**config.mk**
```make
export PLATFORM = sky130hd
export DESIGN_NAME = shell_command_lexer
export DESIGN_NICKNAME = d
export VERILOG_FILES = /design/src/rtl/scl_pkg.sv /design/src/rtl/scl_lexer.sv /design/src/rtl/scl_result_fifo.sv /design/src/rtl/shell_command_lexer.sv
export SDC_FILE = /design/constraint.sdc
export NUM_CORES = 1
export LEC_CHECK = 0
export ABC_AREA = 1
export BUFFER_PORTS_ARGS = -buffer_cell sky130_fd_sc_hd__buf_4
export CAP_MARGIN = 5
export CORE_MARGIN = 5
export CORE_UTILIZATION = 65
export CTS_CLUSTER_DIAMETER = 150
export DETAILED_ROUTE_END_ITERATION = 8
export GPL_ROUTABILITY_DRIVEN = 0
export GPL_TIMING_DRIVEN = 0
export PLACE_DENSITY = 0.84
export RECOVER_POWER = 100
export SLEW_MARGIN = 40
export SYNTH_ARGS = -nofsm -noshare
export SYNTH_HDL_FRONTEND = slang
export SYNTH_SLANG_ARGS = --single-unit
export TNS_END_PERCENT = 30
```
**constraint.sdc**
```tcl
create_clock -name clk -period 4.94 [get_ports clk]
set_clock_uncertainty 0.1 [all_clocks]
set_input_delay 0.741 -clock clk [delete_from_list [all_inputs] [get_ports clk]]
set_output_delay 0.741 -clock clk [all_outputs]
set_load 0.005 [all_outputs]
```
**src/rtl/scl_pkg.sv**
```systemverilog
package scl_pkg;

    // characters with a meaning to the lexer
    localparam logic [7:0] CH_NEWLINE = 8'h0A;
    localparam logic [7:0] CH_TAB     = 8'h09;
    localparam logic [7:0] CH_SPACE   = 8'h20;
    localparam logic [7:0] CH_HASH    = 8'h23;
    localparam logic [7:0] CH_BSLASH  = 8'h5C;
    localparam logic [7:0] CH_SQUOTE  = 8'h27;
    localparam logic [7:0] CH_DQUOTE  = 8'h22;
    localparam logic [7:0] CH_PIPE    = 8'h7C;
    localparam logic [7:0] CH_AMP     = 8'h26;
    localparam logic [7:0] CH_GT      = 8'h3E;
    localparam logic [7:0] CH_SEMI    = 8'h3B;
    localparam logic [7:0] CH_LT      = 8'h3C;
    localparam logic [7:0] CH_LPAREN  = 8'h28;
    localparam logic [7:0] CH_RPAREN  = 8'h29;

    // result queue geometry
    localparam int QUEUE_DEPTH = 4;
    localparam int QUEUE_AW    = $clog2(QUEUE_DEPTH);

    // one result beat
    typedef struct packed {
        logic [7:0] out_char;
        logic       has_char;
        logic       token_end;
        logic       line_end;
        logic       last;
    } result_t;

    // results produced by one item, handed to the queue
    typedef struct packed {
        logic [1:0] cnt;
        result_t    r0;
        result_t    r1;
    } push_t;

endpackage

```
**src/rtl/scl_lexer.sv**
```systemverilog
module scl_lexer
    import scl_pkg::*;
(
    input  logic       clk,
    input  logic       rst_n,
    input  logic       item_valid,
    input  logic [7:0] item_byte,
    input  logic       item_eoi,
    output push_t      push
);

    logic       sq_reg, sq_next;
    logic       dq_reg, dq_next;
    logic       esc_reg, esc_next;
    logic       cmt_reg, cmt_next;
    logic       word_reg, word_next;
    logic       op_reg, op_next;
    logic [7:0] op_byte_reg, op_byte_next;

    function automatic result_t mk(input logic [7:0] ch, input logic has,
                                   input logic te, input logic le);
        result_t r;
        r.out_char  = has ? ch : 8'h00;
        r.has_char  = has;
        r.token_end = te;
        r.line_end  = le;
        r.last      = 1'b0;
        return r;
    endfunction

    // lexer decision for the item in the input register
    always_comb
    begin
        logic       is_nl;
        result_t    r0;
        result_t    r1;
        logic [1:0] n;
        logic       end_line;
        is_nl        = (item_byte == CH_NEWLINE);
        r0           = '0;
        r1           = '0;
        n            = 2'd0;
        end_line     = 1'b0;
        sq_next      = sq_reg;
        dq_next      = dq_reg;
        esc_next     = esc_reg;
        cmt_next     = cmt_reg;
        word_next    = word_reg;
        op_next      = op_reg;
        op_byte_next = op_byte_reg;

        if (item_eoi)
        begin
            end_line = 1'b1;
        end
        else if (cmt_reg)
        begin
            end_line = is_nl;
        end
        else if (esc_reg)
        begin
            esc_next  = 1'b0;
            word_next = 1'b1;
            r0        = mk(item_byte, 1'b1, 1'b0, 1'b0);
            n         = 2'd1;
        end
        else if (sq_reg)
        begin
            if (item_byte == CH_SQUOTE)
            begin
                sq_next = 1'b0;
            end
            else
            begin
                word_next = 1'b1;
                r0        = mk(item_byte, 1'b1, 1'b0, 1'b0);
                n         = 2'd1;
            end
        end
        else if (dq_reg)
        begin
            if (item_byte == CH_DQUOTE)
            begin
                dq_next = 1'b0;
            end
            else if (item_byte == CH_BSLASH)
            begin
                esc_next = 1'b1;
            end
            else
            begin
                word_next = 1'b1;
                r0        = mk(item_byte, 1'b1, 1'b0, 1'b0);
                n         = 2'd1;
            end
        end
        else if (is_nl)
        begin
            end_line = 1'b1;
        end
        else if (item_byte == CH_HASH && !word_reg && !op_reg)
        begin
            cmt_next = 1'b1;
        end
        else if (item_byte inside {CH_BSLASH, CH_SQUOTE, CH_DQUOTE})
        begin
            // held operator goes out before the quote or escape
            if (op_reg)
            begin
                r0           = mk(op_byte_reg, 1'b1, 1'b1, 1'b0);
                n            = 2'd1;
                op_next      = 1'b0;
                op_byte_next = 8'h00;
            end
            esc_next = (item_byte == CH_BSLASH);
            sq_next  = (item_byte == CH_SQUOTE);
            dq_next  = (item_byte == CH_DQUOTE);
        end
        else if (item_byte inside {CH_SPACE, CH_TAB})
        begin
            if (op_reg)
            begin
                r0           = mk(op_byte_reg, 1'b1, 1'b1, 1'b0);
                n            = 2'd1;
                op_next      = 1'b0;
                op_byte_next = 8'h00;
            end
            else if (word_reg)
            begin
                r0        = mk(8'h00, 1'b0, 1'b1, 1'b0);
                n         = 2'd1;
                word_next = 1'b0;
            end
        end
        else if (item_byte inside {CH_SEMI, CH_LT, CH_LPAREN, CH_RPAREN})
        begin
            if (op_reg)
            begin
                r0           = mk(op_byte_reg, 1'b1, 1'b1, 1'b0);
                r1           = mk(item_byte, 1'b1, 1'b1, 1'b0);
                n            = 2'd2;
                op_next      = 1'b0;
                op_byte_next = 8'h00;
            end
            else if (word_reg)
            begin
                r0        = mk(8'h00, 1'b0, 1'b1, 1'b0);
                r1        = mk(item_byte, 1'b1, 1'b1, 1'b0);
                n         = 2'd2;
                word_next = 1'b0;
            end
            else
            begin
                r0 = mk(item_byte, 1'b1, 1'b1, 1'b0);
                n  = 2'd1;
            end
        end
        else if (item_byte inside {CH_PIPE, CH_AMP, CH_GT})
        begin
            if (op_reg)
            begin
                // second byte joins into a two-byte operator
                r0           = mk(op_byte_reg, 1'b1, 1'b0, 1'b0);
                r1           = mk(item_byte, 1'b1, 1'b1, 1'b0);
                n            = 2'd2;
                op_next      = 1'b0;
                op_byte_next = 8'h00;
            end
            else
            begin
                if (word_reg)
                begin
                    r0        = mk(8'h00, 1'b0, 1'b1, 1'b0);
                    n         = 2'd1;
                    word_next = 1'b0;
                end
                op_next      = 1'b1;
                op_byte_next = item_byte;
            end
        end
        else
        begin
            // plain word byte, after any held operator
            word_next = 1'b1;
            if (op_reg)
            begin
                r0           = mk(op_byte_reg, 1'b1, 1'b1, 1'b0);
                r1           = mk(item_byte, 1'b1, 1'b0, 1'b0);
                n            = 2'd2;
                op_next      = 1'b0;
                op_byte_next = 8'h00;
            end
            else
            begin
                r0 = mk(item_byte, 1'b1, 1'b0, 1'b0);
                n  = 2'd1;
            end
        end

        // line end closes whatever is open and clears all state
        if (end_line)
        begin
            if (op_reg)
            begin
                r0 = mk(op_byte_reg, 1'b1, 1'b1, 1'b1);
            end
            else if (word_reg)
            begin
                r0 = mk(8'h00, 1'b0, 1'b1, 1'b1);
            end
            else
            begin
                r0 = mk(8'h00, 1'b0, 1'b0, 1'b1);
            end
            n            = 2'd1;
            sq_next      = 1'b0;
            dq_next      = 1'b0;
            esc_next     = 1'b0;
            cmt_next     = 1'b0;
            word_next    = 1'b0;
            op_next      = 1'b0;
            op_byte_next = 8'h00;
        end

        // mark the final result of the item
        if (n == 2'd1)
        begin
            r0.last = 1'b1;
        end
        if (n == 2'd2)
        begin
            r1.last = 1'b1;
        end

        push.cnt = item_valid ? n : 2'd0;
        push.r0  = r0;
        push.r1  = r1;
    end

    // lexer state
    always_ff @(posedge clk or negedge rst_n)
    begin
        if (!rst_n)
        begin
            sq_reg      <= 1'b0;
            dq_reg      <= 1'b0;
            esc_reg     <= 1'b0;
            cmt_reg     <= 1'b0;
            word_reg    <= 1'b0;
            op_reg      <= 1'b0;
            op_byte_reg <= 8'h00;
        end
        else if (item_valid)
        begin
            sq_reg      <= sq_next;
            dq_reg      <= dq_next;
            esc_reg     <= esc_next;
            cmt_reg     <= cmt_next;
            word_reg    <= word_next;
            op_reg      <= op_next;
            op_byte_reg <= op_byte_next;
        end
    end

endmodule

```
**src/rtl/scl_result_fifo.sv**
```systemverilog
module scl_result_fifo
    import scl_pkg::*;
(
    input  logic    clk,
    input  logic    rst_n,
    input  push_t   push,
    output logic    room,
    output logic    out_valid,
    input  logic    out_stall,
    output result_t head
);

    result_t                entries [QUEUE_DEPTH];
    logic [QUEUE_AW-1:0]    wr_ptr_reg, wr_ptr_next;
    logic [QUEUE_AW-1:0]    rd_ptr_reg, rd_ptr_next;
    logic [QUEUE_AW:0]      count_reg, count_next;
    logic                   pop;

    // room for the two results an item may bring
    assign room      = (count_reg <= (QUEUE_AW+1)'(QUEUE_DEPTH - 2));
    assign out_valid = (count_reg != '0);
    assign head      = entries[rd_ptr_reg];
    assign pop       = out_valid && !out_stall;

    // pointer and fill bookkeeping
    always_comb
    begin
        wr_ptr_next = wr_ptr_reg + QUEUE_AW'(push.cnt);
        rd_ptr_next = rd_ptr_reg + QUEUE_AW'(pop);
        count_next  = count_reg + (QUEUE_AW+1)'(push.cnt) - (QUEUE_AW+1)'(pop);
    end

    always_ff @(posedge clk or negedge rst_n)
    begin
        if (!rst_n)
        begin
            wr_ptr_reg <= '0;
            rd_ptr_reg <= '0;
            count_reg  <= '0;
        end
        else
        begin
            wr_ptr_reg <= wr_ptr_next;
            rd_ptr_reg <= rd_ptr_next;
            count_reg  <= count_next;
        end
    end

    // result storage, one or two beats written per item
    always_ff @(posedge clk)
    begin
        if (push.cnt != 2'd0)
        begin
            entries[wr_ptr_reg] <= push.r0;
        end
        if (push.cnt == 2'd2)
        begin
            entries[wr_ptr_reg + QUEUE_AW'(1)] <= push.r1;
        end
    end

endmodule

```
**src/rtl/shell_command_lexer.sv**
```systemverilog
// channel | signals                                          | direction
// input   | in_valid, in_stall, byte_in, end_of_input        | byte stream in
// output  | out_valid, out_stall, out_char, has_char,        | token beats out
//         | token_end, line_end, last                        |
//
// one input beat per cycle unless in_stall is high; a taken beat waits in
// the input register until the queue has room, is then lexed and queued
// a beat that makes two results costs the queue one extra slot; input stalls
// only while the four-entry result queue has fewer than two free slots
// reset clears the lexer state, the input register and the result queue
// a stalled output holds its beat; input keeps flowing until the queue lacks room
module shell_command_lexer
    import scl_pkg::*;
(
    input  logic       clk,
    input  logic       rst_n,
    input  logic       in_valid,
    output logic       in_stall,
    input  logic [7:0] byte_in,
    input  logic       end_of_input,
    output logic       out_valid,
    input  logic       out_stall,
    output logic [7:0] out_char,
    output logic       has_char,
    output logic       token_end,
    output logic       line_end,
    output logic       last
);

    logic       item_reg, item_next;
    logic [7:0] byte_reg;
    logic       eoi_reg;
    logic       room;
    logic       consume;
    push_t      push;
    result_t    head;

    // input register advances when the queue can take two results
    assign consume   = item_reg && room;
    assign in_stall  = item_reg && !room;
    assign item_next = (in_valid && !in_stall) ? 1'b1 : (consume ? 1'b0 : item_reg);

    always_ff @(posedge clk or negedge rst_n)
    begin
        if (!rst_n)
        begin
            item_reg <= 1'b0;
        end
        else
        begin
            item_reg <= item_next;
        end
    end

    always_ff @(posedge clk)
    begin
        if (in_valid && !in_stall)
        begin
            byte_reg <= byte_in;
            eoi_reg  <= end_of_input;
        end
    end

    scl_lexer u_lexer (
        .clk        (clk),
        .rst_n      (rst_n),
        .item_valid (consume),
        .item_byte  (byte_reg),
        .item_eoi   (eoi_reg),
        .push       (push)
    );

    scl_result_fifo u_fifo (
        .clk       (clk),
        .rst_n     (rst_n),
        .push      (push),
        .room      (room),
        .out_valid (out_valid),
        .out_stall (out_stall),
        .head      (head)
    );

    // result beat fields
    assign out_char  = head.out_char;
    assign has_char  = head.has_char;
    assign token_end = head.token_end;
    assign line_end  = head.line_end;
    assign last      = head.last;

endmodule

```
==> key figures <==
Clock network
  • Clock root buffer: clkbuf_8
  • Post-CTS setup buffer count: 0
  • TritonCTS clock tree: built
  • Worst skew pair latency: 0.35 ns
  • Worst-case clock buffer depth: 2
  • Hold buffer count at CTS: 0
  • Clock buffer count from CTS: 9
  • Clk pin slew, worst setup/hold paths: approximately 0.08 ns
  • CTS Sinks: 79
  • Cts repair resizes: 0
  • Htree depth: 3

Synthesis
  • Synth warn: 0
  • Post-synth EDFFs: 53
  • Post-Syn Instances: 632
  • Main flop type after synthesis: edfxtp_1
  • Mapped cell area: just under 0.005 sq mm
  • Flops & latches, synth: between 70 and 80
  • Area leader, netlist: edfxtp_1
  • Top cells by area, synth: edfxtp_1 (33%), nand2_1 (14%), dfrtp_1 (11%)
  • Register area share after synthesis: between 40% and 50%
  • Average size of a mapped cell: slightly below 8 sq um
  • Post-Syn Nets: about 650
  • Mux share of post-synthesis cell area: 0%
  • Synth Area in Simple Gates: about 30%
  • Adder-cell share of the synthesized area: 1.694%
  • Most frequent cell after synthesis: nand2_1
  • Cell variety after synth: 39
  • Xor and xnor area share after synthesis: less than 1%
  • Synth top area share: 32.66%
  • Synth Area in Compound Gates: between 10% and 20%
  • Top cells by count, synth: nand2_1 (177), nand3_1 (60), nor2_1 (60), o21ai_0 (56), edfxtp_1 (53)
  • Asr flop ratio synth: around 28%
  • Main combinational cell family by area after synthesis: simple AND/OR/NAND/NOR gates

Route
  • Pre-antenna DRT Iters: 5
  • 1st-iter DRT viols: just over 400
  • Vias: 4688
  • DR WL/cell: 15.86 um
  • ANT nets after route: 0
  • Final wirelength: about 12 mm
  • Drt via density: between 6 and 7
  • Post-route DRC: 0

Worst setup path
  • Cell Chain, Critical Path: inv_1 > nand2_1 > nor2_1 > nand3_1 > nand2_1 > o21ai_0 > nand2_1 > nand2_1 > inv_1 > nand2_1 > ha_1 > inv_1 > ha_1 > inv_1 > fa_1 > xnor2_1 > xor2_1
  • CP arrival: between 3 and 4 ns
  • Worst R2R End: u_fifo.count_reg[2]$_DFF_PN0_
  • Crit path launch type: flip-flop
  • Worst path bufs/invs: 4
  • Data required time of the worst path: about 5.1 ns
  • CP endpoint kind: flip-flop
  • Worst path slowest cell: edfxtp_1
  • Worst R2R Setup Slack: about 1.3 ns
  • Reg-to-Reg Start: byte_reg[6]$_DFFE_PP_
  • CP most frequent cell: nand2_1
  • CP Class: reg2reg
  • R2R depth: 17
  • Worst-path maximum fanout: 7
  • Crit path max-delay family: simple AND/OR/NAND/NOR gates
  • Slowest Stage Delay on Critical Path: 0.50 ns

Placement
  • DP HPWL: about 9.3 mm
  • Port-buffer cells: 26
  • Post-DP Area: 0.005192 sq mm

Pwr
  • Flop pwr share: ~37%
  • NetSw: approximately 0.0012 W
  • Internal power: between 0.0015 and 0.002 W
  • Clk network pwr share: ~18%
  • Maximum vdd drop: roughly 300 uV
  • Power Dens Cells: a little over 500 mW/mm^2
  • Sw Ratio: 42.43%
  • Logic pwr share: 45.3%
  • Leakage: about 2.4 nW

Timing
  • RSZ-0062 raised after global routing: no
  • Final count of hold timing violations: 0
  • Fmax: 0.2738 GHz
  • WHS: between 0.3 and 0.4 ns
  • Worst Tran Pin Value: approximately 1.3 ns
  • Fin. max-slew vios: 0
  • Final setup fails: 0
  • Fin crit period: ~3.7 ns
  • Fin crit share: about three quarters
  • Setup TNS: 0 ns
  • Relative slew slack: between 10% and 20%

Global routing
  • Largest net degree at the start of global routing: 23
  • First-pass GRT wire length: 20.62 mm
  • Global route overflow: 0
  • GRT Util Overall: roughly 29%
  • Antenna violations before repair: 0
  • Vias in the first global route: around 4400

Run status
  • Status: finished clean

Floorplan
  • # IOs: 27
  • Die ar.: roughly 0.0093 sq mm
  • Effective utilization at floorplan: between 60% and 70%
  • Die Y: ~97 um
  • Die X: about 97 um
  • Row cnt: 31
  • Core Area: around 0.0073 sq mm

Min path
  • Worst hold path type: reg2reg
  • Hold path depth: 2
  • Hold path endpoint: u_fifo.entries[2][1]$_SDFFE_PP0N_
  • Hold_sp: u_fifo.entries[2][1]$_SDFFE_PP0N_

Final layout
  • Final instance area: between 0.005 and 0.006 sq mm
  • Antenna cell count: 0
  • Max reg flops: 48
  • Layout cell share with drive strength beyond 1: 11.28%
  • Layout net count: about 700
  • Syn-to-layout area delta: 9.525%
  • Finished Core Util: 73.20%

Run
  • # Max-Cap Violations: 0
power by group through the flow:
stage	sequential [W]	clock (W)	combinational, W
6_report	0.00102	0.000497	0.00125
4_1_cts	0.00102	0.000499	0.00131
3_3_place_gp	0.00102	0	0.00125
2_1_floorplan	0.000993	0	0.000907
3_5_place_dp	0.00103	0	0.00130
5_1_grt	0.00104	0.000528	0.00141
worst max-delay path by stage:
stage / startpoint / to / slack [ns] / cells past startpoint
5_1_grt: byte_reg[6]$_DFFE_PP_ / u_fifo.count_reg[2]$_DFF_PN0_ / 1.04 / 17
3_5_place_dp: byte_reg[4]$_DFFE_PP_ / u_fifo.count_reg[2]$_DFF_PN0_ / 1.70 / 17
2_1_floorplan: byte_reg[2]$_DFFE_PP_ / u_fifo.count_reg[2]$_DFF_PN0_ / 2.15 / 21
6_report: byte_reg[6]$_DFFE_PP_ / u_fifo.count_reg[2]$_DFF_PN0_ / 1.29 / 17
4_1_cts: byte_reg[4]$_DFFE_PP_ / u_fifo.count_reg[2]$_DFF_PN0_ / 1.65 / 17
3_3_place_gp: byte_reg[4]$_DFFE_PP_ / u_fifo.count_reg[2]$_DFF_PN0_ / 1.78 / 17
layout make-up:
cell class	instances	area [sq um]
repair buffers	26	191.4
well taps	99	123.9
inverters	62	240.2
clock inverters	4	52.55
fillers	609	1954
plain buffers	26	133.9
multi-input cells	465	2217
flip-flops and latches	79	2222
clock buffers	12	156.4
tightest hold or removal path, delay by kind of cell (launching register included):
family / cells / cell delay, ns
and+or+nand+nor: 2 / 0.13
DFF: 1 / 0.32
per-stage QoR:
stage                     total power, W  setup WS (ns)  std cells
after floorplan                 0.001901          2.147        632
after global routing            0.002976          1.041        773
after detailed placement        0.002334          1.702        757
final                           0.002767          1.287        773
after global placement          0.002273          1.776        757
after CTS                       0.002826          1.650        773
cells in the final DEF, fill, tap and decap left out, types with 12 or more instances in the layout:
cell type,instances
edfxtp_1,53
clkbuf_4,23
a21oi_1,12
nor2_1,60
inv_1,51
clkbuf_1,19
nand2_1,180
nand3_1,61
o21ai_0,80
dfrtp_1,22
o22ai_1,16
routing by layer:
layer / vias to the layer above / track usage, % / part of all wire, %
met1: 2134 / 35.86 / 39
met5: - / 0 / 0
li1: 2191 / - / -
met3: 54 / 5.035 / 9.4
met4: 0 / 11.68 / 3.0
met2: 309 / 49.20 / 48
cell families after synthesis:
family / after synthesis
xor gates and xnor gates: 5
AOI/OAI and AO/OA: 124
buffers and inverters: 88
DFF: 79
and+or+nand+nor: 330
adders and majority gates: 6
No activity file was read; power rests on OpenSTA's default activity.
